## src/sv/assert_macros.svh

```systemverilog
// Shared assertion macros.
`ifndef ASSERT_MACROS_SVH
`define ASSERT_MACROS_SVH

`ifndef SYNTHESIS

`define ASSERT_ALWAYS(lbl, clk, rst_n, cond, msg) \
    lbl: assert property (@(posedge clk) disable iff (!rst_n) (cond)) else $error(msg);

`define ASSERT_IMPLIES(lbl, clk, rst_n, ante, cons, msg) \
    lbl: assert property (@(posedge clk) disable iff (!rst_n) (ante) |-> (cons)) \
        else $error(msg);

`define ASSERT_NEXT(lbl, clk, rst_n, ante, cons, msg) \
    lbl: assert property (@(posedge clk) disable iff (!rst_n) (ante) |=> (cons)) \
        else $error(msg);

`else

`define ASSERT_ALWAYS(lbl, clk, rst_n, cond, msg)
`define ASSERT_IMPLIES(lbl, clk, rst_n, ante, cons, msg)
`define ASSERT_NEXT(lbl, clk, rst_n, ante, cons, msg)

`endif

`endif

```

## src/sv/pse_pkg.sv

```systemverilog
package pse_pkg;

    localparam int DATA_W = 32;
    localparam int CH_W   = 8;
    localparam int OPND_W = 9;

    localparam logic [CH_W-1:0] CH_ADD  = 8'h2B;
    localparam logic [CH_W-1:0] CH_SUB  = 8'h2D;
    localparam logic [CH_W-1:0] CH_MUL  = 8'h2A;
    localparam logic [CH_W-1:0] CH_DIV  = 8'h2F;
    localparam logic [CH_W-1:0] CH_ZERO = 8'd48;

    typedef enum logic [1:0] {
        OP_ADD,
        OP_SUB,
        OP_MUL,
        OP_DIV
    } t_op;

    typedef enum logic [1:0] {
        ERR_OK        = 2'd0,
        ERR_UNDERFLOW = 2'd1,
        ERR_OVERFLOW  = 2'd2,
        ERR_DIVZERO   = 2'd3
    } t_err;

    typedef struct packed {
        logic                     is_op;
        t_op                      op;
        logic signed [OPND_W-1:0] operand;
        logic                     last;
    } t_cmd;

endpackage

```

## src/sv/pse_ram.sv

```systemverilog
module pse_ram #(
    parameter int WIDTH = 32,
    parameter int DEPTH = 16
) (
    input  logic                     i_clk,
    input  logic                     i_we,
    input  logic [$clog2(DEPTH)-1:0] i_waddr,
    input  logic [WIDTH-1:0]         i_wdata,
    input  logic [$clog2(DEPTH)-1:0] i_raddr,
    output logic [WIDTH-1:0]         o_rdata
);

    logic [WIDTH-1:0] r_mem [DEPTH];
    logic [WIDTH-1:0] r_rdata;

    always_ff @(posedge i_clk) begin
        if (i_we) begin
            r_mem[i_waddr] <= i_wdata;
        end
        r_rdata <= r_mem[i_raddr];
    end

    assign o_rdata = r_rdata;

endmodule

```

## src/sv/pse_front.sv

```systemverilog
module pse_front (
    input  logic                       i_clk,
    input  logic                       i_rst_n,
    input  logic                       i_valid,
    output logic                       o_ready,
    input  logic [pse_pkg::CH_W-1:0]   i_ch,
    input  logic                       i_last,
    output logic                       o_valid,
    input  logic                       i_ready,
    output pse_pkg::t_cmd              o_cmd
);
    import pse_pkg::*;

    logic r_valid;
    t_cmd r_cmd;
    t_cmd n_cmd;

    assign o_ready = !r_valid || i_ready;
    assign o_valid = r_valid;
    assign o_cmd   = r_cmd;

    always_comb begin
        n_cmd.is_op   = 1'b1;
        n_cmd.op      = OP_ADD;
        n_cmd.operand = $signed({1'b0, i_ch} - {1'b0, CH_ZERO});
        n_cmd.last    = i_last;
        unique case (i_ch)
            CH_ADD:  n_cmd.op = OP_ADD;
            CH_SUB:  n_cmd.op = OP_SUB;
            CH_MUL:  n_cmd.op = OP_MUL;
            CH_DIV:  n_cmd.op = OP_DIV;
            default: n_cmd.is_op = 1'b0;
        endcase
    end

    always_ff @(posedge i_clk) begin
        if (!i_rst_n) begin
            r_valid <= 1'b0;
        end else if (o_ready) begin
            r_valid <= i_valid;
        end
    end

    always_ff @(posedge i_clk) begin
        if (i_valid && o_ready) begin
            r_cmd <= n_cmd;
        end
    end

endmodule

```

## src/sv/pse_fifo.sv

```systemverilog
module pse_fifo (
    input  logic          i_clk,
    input  logic          i_rst_n,
    input  logic          i_valid,
    output logic          o_ready,
    input  pse_pkg::t_cmd i_cmd,
    output logic          o_valid,
    input  logic          i_ready,
    output pse_pkg::t_cmd o_cmd
);
    import pse_pkg::*;

    t_cmd       r_mem [2];
    logic       r_wr_ptr;
    logic       r_rd_ptr;
    logic [1:0] r_count;
    logic       n_wr_ptr;
    logic       n_rd_ptr;
    logic [1:0] n_count;
    logic       push;
    logic       pop;

    assign o_ready = (r_count != 2'd2);
    assign o_valid = (r_count != 2'd0);
    assign o_cmd   = r_mem[r_rd_ptr];
    assign push    = i_valid && o_ready;
    assign pop     = o_valid && i_ready;

    always_comb begin
        n_wr_ptr = push ? !r_wr_ptr : r_wr_ptr;
        n_rd_ptr = pop ? !r_rd_ptr : r_rd_ptr;
        n_count  = r_count + 2'(push) - 2'(pop);
    end

    always_ff @(posedge i_clk) begin
        if (!i_rst_n) begin
            r_wr_ptr <= 1'b0;
            r_rd_ptr <= 1'b0;
            r_count  <= 2'd0;
        end else begin
            r_wr_ptr <= n_wr_ptr;
            r_rd_ptr <= n_rd_ptr;
            r_count  <= n_count;
        end
    end

    always_ff @(posedge i_clk) begin
        if (push) begin
            r_mem[r_wr_ptr] <= i_cmd;
        end
    end

endmodule

```

## src/sv/pse_div.sv

```systemverilog
module pse_div (
    input  logic                        i_clk,
    input  logic                        i_rst_n,
    input  logic                        i_start,
    input  logic [pse_pkg::DATA_W-1:0]  i_dividend,
    input  logic [pse_pkg::DATA_W-1:0]  i_divisor,
    output logic                        o_done,
    output logic [pse_pkg::DATA_W-1:0]  o_quotient
);
    import pse_pkg::*;

    localparam int CNT_W = $clog2(DATA_W);

    typedef enum logic [2:0] {
        D_IDLE = 3'b001,
        D_RUN  = 3'b010,
        D_FIX  = 3'b100
    } t_dstate;

    t_dstate           r_state, n_state;
    logic [DATA_W-1:0] r_rem, n_rem;
    logic [DATA_W-1:0] r_quo, n_quo;
    logic [DATA_W-1:0] r_dvs, n_dvs;
    logic              r_neg, n_neg;
    logic [CNT_W-1:0]  r_cnt, n_cnt;
    logic              r_done, n_done;
    logic [DATA_W-1:0] r_q_out, n_q_out;
    logic [DATA_W:0]   rem_sh;
    logic [DATA_W:0]   diff;
    logic              ge;

    assign rem_sh     = {r_rem, r_quo[DATA_W-1]};
    assign diff       = rem_sh - {1'b0, r_dvs};
    assign ge         = !diff[DATA_W];
    assign o_done     = r_done;
    assign o_quotient = r_q_out;

    always_comb begin
        n_state = r_state;
        n_rem   = r_rem;
        n_quo   = r_quo;
        n_dvs   = r_dvs;
        n_neg   = r_neg;
        n_cnt   = r_cnt;
        n_done  = 1'b0;
        n_q_out = r_q_out;
        unique case (r_state)
            D_IDLE: begin
                if (i_start) begin
                    n_rem   = '0;
                    n_quo   = i_dividend[DATA_W-1] ? ('0 - i_dividend) : i_dividend;
                    n_dvs   = i_divisor[DATA_W-1] ? ('0 - i_divisor) : i_divisor;
                    n_neg   = i_dividend[DATA_W-1] ^ i_divisor[DATA_W-1];
                    n_cnt   = '0;
                    n_state = D_RUN;
                end
            end
            D_RUN: begin
                n_rem = ge ? diff[DATA_W-1:0] : rem_sh[DATA_W-1:0];
                n_quo = {r_quo[DATA_W-2:0], ge};
                n_cnt = r_cnt + CNT_W'(1);
                if (r_cnt == CNT_W'(DATA_W - 1)) begin
                    n_state = D_FIX;
                end
            end
            D_FIX: begin
                n_q_out = r_neg ? ('0 - r_quo) : r_quo;
                n_done  = 1'b1;
                n_state = D_IDLE;
            end
            default: n_state = D_IDLE;
        endcase
    end

    always_ff @(posedge i_clk) begin
        if (!i_rst_n) begin
            r_state <= D_IDLE;
            r_done  <= 1'b0;
        end else begin
            r_state <= n_state;
            r_done  <= n_done;
        end
    end

    always_ff @(posedge i_clk) begin
        r_rem   <= n_rem;
        r_quo   <= n_quo;
        r_dvs   <= n_dvs;
        r_neg   <= n_neg;
        r_cnt   <= n_cnt;
        r_q_out <= n_q_out;
    end

endmodule

```

## src/sv/pse_back.sv

```systemverilog
`include "assert_macros.svh"

module pse_back #(
    parameter int STACK_DEPTH = 16
) (
    input  logic                        i_clk,
    input  logic                        i_rst_n,
    input  logic                        i_valid,
    output logic                        o_ready,
    input  pse_pkg::t_cmd               i_cmd,
    output logic                        o_valid,
    input  logic                        i_ready,
    output logic [pse_pkg::DATA_W-1:0]  o_value,
    output logic [1:0]                  o_err
);
    import pse_pkg::*;

    localparam int ADDR_W = $clog2(STACK_DEPTH);
    localparam int CNT_W  = $clog2(STACK_DEPTH + 1);

    typedef enum logic [3:0] {
        S_IDLE = 4'b0001,
        S_EXEC = 4'b0010,
        S_DIV  = 4'b0100,
        S_END  = 4'b1000
    } t_bstate;

    t_bstate           r_state, n_state;
    logic [CNT_W-1:0]  r_count, n_count;
    logic [DATA_W-1:0] r_tos, n_tos;
    t_err              r_err, n_err;
    t_op               r_op, n_op;
    logic              r_last, n_last;
    logic              r_out_valid, n_out_valid;
    logic [DATA_W-1:0] r_out_value, n_out_value;
    t_err              r_out_err, n_out_err;

    logic              ram_we;
    logic [DATA_W-1:0] ram_rdata;
    logic [CNT_W-1:0]  cnt_m1;
    logic [CNT_W-1:0]  cnt_m2;
    logic [DATA_W-1:0] mul_lo;
    logic [DATA_W-1:0] cmd_ext;
    logic              out_free;
    logic              div_start;
    logic              div_done;
    logic [DATA_W-1:0] div_quo;
    t_bstate           fin_state;

    assign cnt_m1    = r_count - CNT_W'(1);
    assign cnt_m2    = r_count - CNT_W'(2);
    assign mul_lo    = ram_rdata * r_tos;
    assign cmd_ext   = DATA_W'(i_cmd.operand);
    assign out_free  = !r_out_valid || i_ready;
    assign fin_state = r_last ? S_END : S_IDLE;

    assign o_ready = (r_state == S_IDLE);
    assign o_valid = r_out_valid;
    assign o_value = r_out_value;
    assign o_err   = r_out_err;

    pse_ram #(
        .WIDTH (DATA_W),
        .DEPTH (STACK_DEPTH)
    ) u_stack (
        .i_clk   (i_clk),
        .i_we    (ram_we),
        .i_waddr (cnt_m1[ADDR_W-1:0]),
        .i_wdata (r_tos),
        .i_raddr (cnt_m2[ADDR_W-1:0]),
        .o_rdata (ram_rdata)
    );

    pse_div u_div (
        .i_clk      (i_clk),
        .i_rst_n    (i_rst_n),
        .i_start    (div_start),
        .i_dividend (ram_rdata),
        .i_divisor  (r_tos),
        .o_done     (div_done),
        .o_quotient (div_quo)
    );

    always_comb begin
        n_state     = r_state;
        n_count     = r_count;
        n_tos       = r_tos;
        n_err       = r_err;
        n_op        = r_op;
        n_last      = r_last;
        n_out_valid = r_out_valid && !i_ready;
        n_out_value = r_out_value;
        n_out_err   = r_out_err;
        ram_we      = 1'b0;
        div_start   = 1'b0;
        unique case (r_state)
            S_IDLE: begin
                if (i_valid) begin
                    n_op    = i_cmd.op;
                    n_last  = i_cmd.last;
                    n_state = i_cmd.last ? S_END : S_IDLE;
                    if (r_err == ERR_OK) begin
                        if (!i_cmd.is_op) begin
                            if (r_count == CNT_W'(STACK_DEPTH)) begin
                                n_err = ERR_OVERFLOW;
                            end else begin
                                ram_we  = (r_count != '0);
                                n_tos   = cmd_ext;
                                n_count = r_count + CNT_W'(1);
                            end
                        end else if (r_count < CNT_W'(2)) begin
                            n_err = ERR_UNDERFLOW;
                        end else begin
                            n_state = S_EXEC;
                        end
                    end
                end
            end
            S_EXEC: begin
                n_count = cnt_m1;
                n_state = fin_state;
                unique case (r_op)
                    OP_ADD: n_tos = ram_rdata + r_tos;
                    OP_SUB: n_tos = ram_rdata - r_tos;
                    OP_MUL: n_tos = mul_lo;
                    OP_DIV: begin
                        if (r_tos == '0) begin
                            n_err   = ERR_DIVZERO;
                            n_count = cnt_m2;
                        end else begin
                            div_start = 1'b1;
                            n_count   = r_count;
                            n_state   = S_DIV;
                        end
                    end
                    default: n_state = fin_state;
                endcase
            end
            S_DIV: begin
                if (div_done) begin
                    n_tos   = div_quo;
                    n_count = cnt_m1;
                    n_state = fin_state;
                end
            end
            S_END: begin
                if (out_free) begin
                    n_out_valid = 1'b1;
                    n_out_value = '0;
                    if (r_err != ERR_OK) begin
                        n_out_err = r_err;
                    end else if (r_count == '0) begin
                        n_out_err = ERR_UNDERFLOW;
                    end else begin
                        n_out_err   = ERR_OK;
                        n_out_value = r_tos;
                    end
                    n_count = '0;
                    n_err   = ERR_OK;
                    n_state = S_IDLE;
                end
            end
            default: n_state = S_IDLE;
        endcase
    end

    always_ff @(posedge i_clk) begin
        if (!i_rst_n) begin
            r_state     <= S_IDLE;
            r_count     <= '0;
            r_err       <= ERR_OK;
            r_out_valid <= 1'b0;
        end else begin
            r_state     <= n_state;
            r_count     <= n_count;
            r_err       <= n_err;
            r_out_valid <= n_out_valid;
        end
    end

    always_ff @(posedge i_clk) begin
        r_tos       <= n_tos;
        r_op        <= n_op;
        r_last      <= n_last;
        r_out_value <= n_out_value;
        r_out_err   <= n_out_err;
    end

    `ASSERT_ALWAYS(a_count_max, i_clk, i_rst_n, r_count <= CNT_W'(STACK_DEPTH), "stack count above depth")
    `ASSERT_NEXT(a_div_wait, i_clk, i_rst_n, div_start, r_state == S_DIV, "divide start without wait")
    `ASSERT_NEXT(a_end_clear, i_clk, i_rst_n, r_state == S_END && out_free, r_count == '0 && r_err == ERR_OK && r_out_valid, "end of expression left state behind")
    `ASSERT_NEXT(a_err_sticky, i_clk, i_rst_n, r_err != ERR_OK && r_state != S_END, r_err == $past(r_err), "error code changed mid expression")

endmodule

```

## src/sv/postfix_stack_evaluator.sv

```systemverilog
// Channel   Dir  Fields (lowest bit up)         Handshake
// s_axis    in   tdata: ch[7:0]; tlast: last     tvalid/tready
// m_axis    out  tdata: value[31:0]; tuser: error[1:0]   tvalid/tready
//
// Operand: pushed in the back end's idle state; + - *: stack read, then execute.
// Divide: the back end waits in its divide state on the iterative divider, which gives 1 bit/cycle.
// Last item: the back end then loads the result register in its end state.
// Reset (synchronous, low) empties the stack and clears the error; stack RAM is not cleared.
// The front register and 2-entry queue keep taking items while the back end works;
// the back end waits on the divider and, at expression end, on a full result register.
module postfix_stack_evaluator #(
    parameter int STACK_DEPTH = 16
) (
    input  logic        i_clk,
    input  logic        i_rst_n,
    input  logic        s_axis_tvalid,
    output logic        s_axis_tready,
    input  logic [7:0]  s_axis_tdata,   // ch[7:0]
    input  logic        s_axis_tlast,
    output logic        m_axis_tvalid,
    input  logic        m_axis_tready,
    output logic [31:0] m_axis_tdata,   // value[31:0]
    output logic [1:0]  m_axis_tuser    // error[1:0]
);
    import pse_pkg::*;

    logic w_f_valid;
    logic w_f_ready;
    t_cmd w_f_cmd;
    logic w_q_valid;
    logic w_q_ready;
    t_cmd w_q_cmd;

    pse_front u_front (
        .i_clk   (i_clk),
        .i_rst_n (i_rst_n),
        .i_valid (s_axis_tvalid),
        .o_ready (s_axis_tready),
        .i_ch    (s_axis_tdata),
        .i_last  (s_axis_tlast),
        .o_valid (w_f_valid),
        .i_ready (w_f_ready),
        .o_cmd   (w_f_cmd)
    );

    pse_fifo u_fifo (
        .i_clk   (i_clk),
        .i_rst_n (i_rst_n),
        .i_valid (w_f_valid),
        .o_ready (w_f_ready),
        .i_cmd   (w_f_cmd),
        .o_valid (w_q_valid),
        .i_ready (w_q_ready),
        .o_cmd   (w_q_cmd)
    );

    pse_back #(
        .STACK_DEPTH (STACK_DEPTH)
    ) u_back (
        .i_clk   (i_clk),
        .i_rst_n (i_rst_n),
        .i_valid (w_q_valid),
        .o_ready (w_q_ready),
        .i_cmd   (w_q_cmd),
        .o_valid (m_axis_tvalid),
        .i_ready (m_axis_tready),
        .o_value (m_axis_tdata),
        .o_err   (m_axis_tuser)
    );

endmodule
```

## config.mk

```make
export PLATFORM = sky130hd
export DESIGN_NAME = postfix_stack_evaluator
export DESIGN_NICKNAME = d
export VERILOG_FILES = /design/src/sv/pse_pkg.sv /design/src/sv/pse_ram.sv /design/src/sv/pse_front.sv /design/src/sv/pse_fifo.sv /design/src/sv/pse_div.sv /design/src/sv/pse_back.sv /design/src/sv/postfix_stack_evaluator.sv
export VERILOG_INCLUDE_DIRS = /design/src /design/src/sv
export SDC_FILE = /design/constraint.sdc
export NUM_CORES = 2
export LEC_CHECK = 0
export BUFFER_PORTS_ARGS = -buffer_cell sky130_fd_sc_hd__buf_4
export CORE_MARGIN = 2
export CORE_UTILIZATION = 50
export CTS_BUF_LIST = sky130_fd_sc_hd__clkbuf_2
export DETAILED_ROUTE_END_ITERATION = 10
export PLACE_DENSITY = 0.66
export RECOVER_POWER = 25
export SETUP_SLACK_MARGIN = 0.3
export SYNTH_ARGS = -nofsm -noshare
export SYNTH_HDL_FRONTEND = slang
export SYNTH_SLANG_ARGS = --single-unit
```

## constraint.sdc

```tcl
create_clock -name i_clk -period 13.5 [get_ports i_clk]
set_input_delay 0.675 -clock i_clk [delete_from_list [all_inputs] [get_ports i_clk]]
set_output_delay 0.675 -clock i_clk [all_outputs]
set_load 0.05 [all_outputs]
```

# Word level (Yosys, flattened, before mapping)
# Memory sizes are Yosys's and may differ from the RTL's. A register that Yosys moved wholly into a read port is not among the register bits.
# Cells that the tools add are included.
dict set report totals {
  ff_bits 237
  mem_bits_rw 538
  in_bits 13
  out_inout_bits 36
  word_cells 179
  mem_count 2
}
dict set report classes {
  add_sub_neg 13
  multipliers 1
  magnitude_cmp 1
  n_eq_ne 31
  mux 70
  n_bitwise 1
  n_reduce_logical 34
}
# name words word_bits read_ports rd_clocked_by_memory_dff wr line
set memory_table {}
lappend memory_table {u_back.u_stack.r_mem 16 32 1 1 1 pse_ram.sv:13} ;# logic [WIDTH-1:0] r_mem [DEPTH];
lappend memory_table {u_fifo.r_mem 2 13 1 1 1 pse_fifo.sv:13} ;# t_cmd r_mem [2];
# cell count
set op_table {}
lappend op_table {{$mux 32} 10}
lappend op_table {{$pmux 32 s3} 2}
lappend op_table {{$pmux 32 s2} 2}
lappend op_table {{$sub 1x32->32 const A} 3}
lappend op_table {{$mux 5} 9}
lappend op_table {{$mux 4} 10}
lappend op_table {{$sub 33x32->33} 1}
lappend op_table {{$add 32x32->32} 1}
lappend op_table {{$eq 8x6->1 const B} 4}
lappend op_table {{$logic_not 32->1} 1}
lappend op_table {{$mul 32x32->32} 1}
lappend op_table {{$sub 32x32->32} 1}
lappend op_table {{$mux 31} 1}
lappend op_table {{$pmux 5 s4} 1}
lappend op_table {{$mux 1} 19}
lappend op_table {{$mux 2} 9}
lappend op_table {{$pmux 4 s4} 1}
lappend op_table {{$reduce_and 8->1} 2}
lappend op_table {{$ne 2x1->1 const B} 6}
lappend op_table {{$pmux 2 s3} 2}
lappend op_table {{$add 5x1->5 const B} 2}
lappend op_table {{$eq 5x5->1 const B} 2}
lappend op_table {{$ne 2x2->1 const B} 5}
lappend op_table {{$pmux 5 s2} 1}
lappend op_table {{36 further kinds} 55}

# Logic depth before layout (Yosys ltp)
dict set report depth {
  ltp_word 8
  depth_mapped 28
  depth_no_buf 26
}

# Cells and area by module
# From an unflattened synthesis, not the netlist that was laid out.
dict set report unflattened {
  cells_unflattened 4271
  hier_area_um2 52365.2
}
# module n_inst cells_each area_per_inst_um2 seq_area_each_um2
set by_module_without_submodules {}
lappend by_module_without_submodules {pse_back 1 2457 21973.6 2312.2}
lappend by_module_without_submodules {pse_ram 1 838 19836.5 16015.4}
lappend by_module_without_submodules {pse_div 1 873 8797.2 4103.9}
lappend by_module_without_submodules {pse_fifo 1 70 1196.1 880.8}
lappend by_module_without_submodules {pse_front 1 33 561.8 410.4}

# Worst setup path after synthesis
# No wires, ideal clock.
dict set report synth_path {
  path_kind {flip-flop to flip-flop}
  from {reg u_back.r_tos[0]}
  to {reg u_back.u_div.r_cnt[0], enable pin}
  setup_time_ns 0.591
  arrival_ns 7.095
  t_required_ns 12.909
  slack_ns 5.813
  path_stages_with_launch 13
  n_path_buf 1
  period_less_slack_ns 7.687
  cell_sequence {edfxtp_1 > clkbuf_1 > inv_1 > ha_1 > or3b_4 > or3_4 > or2_1 > or4_4 > or2_4 > or4_4 > and2_4 > nand3b_1 > o21ai_0}
}
dict set report synth_via {
  elab_chain_len 6
}
# element line
set synth_rtl {}
lappend synth_rtl {{start, declared} pse_back.sv:30} ;# logic [DATA_W-1:0] r_tos, n_tos;
lappend synth_rtl {{start signal, assigned} pse_back.sv:182} ;# r_tos <= n_tos;
lappend synth_rtl {{$logic_not 32->1} pse_back.sv:127} ;# if (r_tos == '0) begin
lappend synth_rtl {{$mux 1} pse_back.sv:127}
lappend synth_rtl {{$mux 1} pse_back.sv:122} ;# unique case (r_op)
lappend synth_rtl {{$mux 1} pse_back.sv:96} ;# unique case (r_state)
lappend synth_rtl {{$ne 2x1->1 (no line)} n/a}
lappend synth_rtl {{$reduce_and 2->1 (no line)} n/a}
lappend synth_rtl {{end signal, assigned} pse_div.sv:90} ;# r_cnt <= n_cnt;
lappend synth_rtl {{end, declared} pse_div.sv:25} ;# logic [CNT_W-1:0] r_cnt, n_cnt;
# No other way between the ends.
# A chain may end at the register's enable or synchronous reset.

# Worst setup path in the final report
dict set report layout_path {
  from {reg u_back.r_tos[3]}
  to {reg u_back.r_tos[30] (data pin)}
}
dict set report layout_via {
  elab_chain_len 3
  word_cells_on_any_way 5
  cone_classes {add/sub: 2; mul: 1; mux: 2}
}
# element line
set layout_rtl {}
lappend layout_rtl {{$mul 32x32->32, or another cell as far along} pse_back.sv:52} ;# assign mul_lo = ram_rdata * r_tos;
lappend layout_rtl {{$pmux 32 s3 (*)} pse_back.sv:122}
lappend layout_rtl {{$pmux 32 s3 (*)} pse_back.sv:96}
lappend layout_rtl {{net u_back.n_tos[30]} pse_back.sv:30}
# The timed path passes the listed nets; every way through them passes the cells marked *.

==> summary.md <==
| Metric | Value |
|---|---|
| Fraction of layout cells with a size suffix above 1 | 14.3% |
| Initial antenna violation count | 6 |
| Net Count, Synth | 4731 |
| Synth top area share | 43.7% |
| Global-route wire length before repair | 206 mm |
| Most frequent cells in the layout | 754 x edfxtp_1, 448 x inv_1, 410 x fa_1, 385 x nand2_1, 349 x and2_1 |
| CTS max path bufs | 3 |
| Number of vias in the routed layout | 33100 |
| Commonest non-fill, non-tap cell in the layout | edfxtp_1 |
| Cells after Synth | 4104 |
| Failing checks | max-capacitance violations, max-slew violations |
| Syn Area/Cell | 12.6 µm² |
| Setup TNS | 0 ps |
| Primary FF master, synth | edfxtp_1 |
| Yosys warns | 0 |
| CTS root buffer | clkbuf_2 |
| Pin count of the biggest net entering global routing | 69 |
| GP Congestion | 0.887 |
| Initial Utilization | 50.3% |
| GRT Overall Usage | 25.8% |
| Share of flip-flops with an asynchronous set or reset | 0% |
| Mapped cell area | 51800 µm² |
| WL final | 134 mm |
| Die H | 326 µm |
| MaxCap Viol Count | 18 |
| Synth cell types | 72 |
| Die width | 326 µm |
| Max transition margin | -101% |
| Final setup fails | 0 |
| Measured slew at the worst slew-check pin | 3010 ps |
| Number of flops mapped to enable cells by yosys | 754 |
| Max Slew Vio Count | 753 |
| Crit Path Max Fanout | 50 |
| Worst EP required | 14730 ps |
| CTS sink cnt | 808 |
| Crit path capture type | register |
| Remaining Overflow, GRT | 0 |
| Number of global-route vias before repair | 34500 |
| Total Nets Final | 4884 |
| RSZ-0062 raised after global routing | no |
| Drt first-iter violations | 3264 |
| Total CTS buffers | 196 |
| Die Footprint | 106000 µm² |
| HP Class | in -> reg |
| Status | complete, but fails checks |
| Port Buf Inserts | 48 |
| Postcts setup bufs | 0 |
| DR pass1 iterations | 6 |
| Synth area leaders | edfxtp_1 44%, fa_1 16%, mux4_2 7.0% |
| Startpoint types | register |
| Core area | 103000 µm² |
| Worst setup path class | reg -> reg |
| Residual DRC | 0 |
| Clk Latency, worst-skew pair | 1500 ps |
| CTS tree | done |
| Area of the multi-input gates | 25800 µm² |
| Register area share after synthesis | 45.8% |
| Area leader, netlist | edfxtp_1 |
| Via-per-instance ratio | 5.71 |
| CP arrival | 10730 ps |
| DP Wirelength | 84.6 mm |
| Final period util | 70.3% |
| Fmax | 105 MHz |
| ANT nets after route | 0 |
| Post-DR wirelength/cell | 23.1 µm |
| Hold Vio Cnt, Final | 0 |
| Min cycle time layout | 9490 ps |
| Rows | 118 |
| Worst Skew | 129 ps |
| Clock slew at reported path FFs | 100 ps |
| CTS H-tree lvls | 4 |
| IO Pins | 49 |
| Fill count | 8806 |
| Area grow syn2layout | 8.04% |
| Flops & latches, synth | 808 |
| Flip-flop and latch area | 23700 µm² |
## critical path, cell delays in order, from the launching register on
cell and delay, ps:
edfxtp_1 330, clkbuf_1 1980, and2_1 360, fa_1 420, inv_1 80, fa_1 420, fa_1 500, inv_1 60
fa_1 540, ha_1 220, ha_1 270, inv_1 50, fa_1 490, inv_1 50, fa_1 450, ha_1 330
o21a_1 210, o21ai_0 310, a21oi_1 100, a2111oi_0 620, o31ai_1 310, o211ai_1 290, a21boi_0 260, o31ai_1 340
xor2_1 180, o21ai_0 80
## layer usage
| layer | share of wire, % | track usage, % |
|---|---|---|
| met4 | 2.8 | 8.31 |
| met5 | 0 | 0 |
| met1 | 41 | 35.6 |
| met3 | 8.6 | 5.22 |
| met2 | 47 | 41.4 |
## stage by stage
| stage | cell area (µm²) | hold slack, ps | instances | utilization, % | worst slack [ps] |
|---|---|---|---|---|---|
| 2_1_floorplan | 51800 | 421 | 4104 | - | 5810 |
| 5_1_grt | 55900 | 93.1 | 5797 | 54.3 | 3440 |
| 6_report | 55900 | 254 | 5797 | 54.3 | 4010 |
| 4_1_cts | 56100 | 0.251 | 5793 | 54.4 | 5560 |
| 3_3_place_gp | 54000 | 428 | 5413 | 52.4 | 5760 |
| 3_5_place_dp | 54000 | 435 | 5413 | 52.4 | 5620 |
## synthesized netlist by cell type, types with 6 or more instances
cell type and number:
edfxtp_1 754, inv_1 448, fa_1 410, nand2_1 386
and2_1 349, ha_1 204, clkbuf_1 194, xnor2_1 167
mux4_2 160, o21ai_0 150, nor2_1 142, a21oi_1 105
xor2_1 94, dfxtp_1 54, nand2b_1 38, mux2i_1 35
a21o_1 34, o31ai_1 31, nand3_1 30, nor2b_1 21
nor3_1 21, or3_1 21, buf_1 18, o41ai_1 17
o21a_1 16, or4_1 16, o21bai_1 15, a211oi_1 13
a221oi_1 12, o211ai_1 12, and3_1 11, nand4_1 11
o221ai_1 10, a211o_1 8, or2_2 8, a21boi_0 6
a31oi_1 6, mux2_2 6, nand3b_1 6, nor3b_1 6
nor4_1 6
## what timing repair did
item / in CTS / in global routing
gates resized for setup: 0 / 0
endpoints found under the setup margin: 0 / 0
hold buffers: 26 / 0
hold endpoints to repair: 64 / 0
## cells by family (layout without fill, tap and decap cells)
kind of cell,after synthesis,count (layout),synth area share [%]
and+or+nand+nor,1090,1090,10.7
DFF,808,808,45.8
buffers and inverters,663,972,4.82
adders and majority gates,614,614,20.8
AOI/OAI and AO/OA,467,467,5.74
xor gates and xnor gates,261,261,4.41
muxes,201,201,7.77
other,0,4,0
## worst paths after layout
kind / start / endpoint / slack, ps / depth (start not counted)
max: u_back.r_tos[3] / u_back.r_tos[30] / 4010 / 25
min: s_axis_tdata[5] / u_front.o_cmd[8] / 250 / 4
max reg2reg: u_back.r_tos[3] / u_back.r_tos[30] / 4010 / 25
min reg2reg: u_front.o_cmd[9] / u_fifo.r_mem[1][9] / 360 / 0
## sequential cells by signal, indices dropped and copies added, names as in the netlist, 26 cells and up, named ones only
signal                   flops
u_back.u_div.o_quotient     32
u_back.r_tos                32
u_back.u_div.r_dvs          32
u_back.u_stack.o_rdata      32
u_back.u_div.r_quo          32
u_back.u_div.r_rem          32
u_fifo.r_mem                26
u_back.u_stack.r_mem       512
u_back.o_value              32
## final cells by class
class	count	share of cell area (%)
Antenna cell	4	0.0179
Clock buffer	281	2.51
Clock inverter	73	0.736
Inverter	448	3.01
Multi-Input combinational cell	2633	46.0
Sequential cell	808	42.4
Tap cell	1380	3.09
Timing Repair Buffer	170	2.19
Power is left out: the tool's default activity adds up to more than one toggle a clock period on the data nets, which glitch-free logic cannot reach.
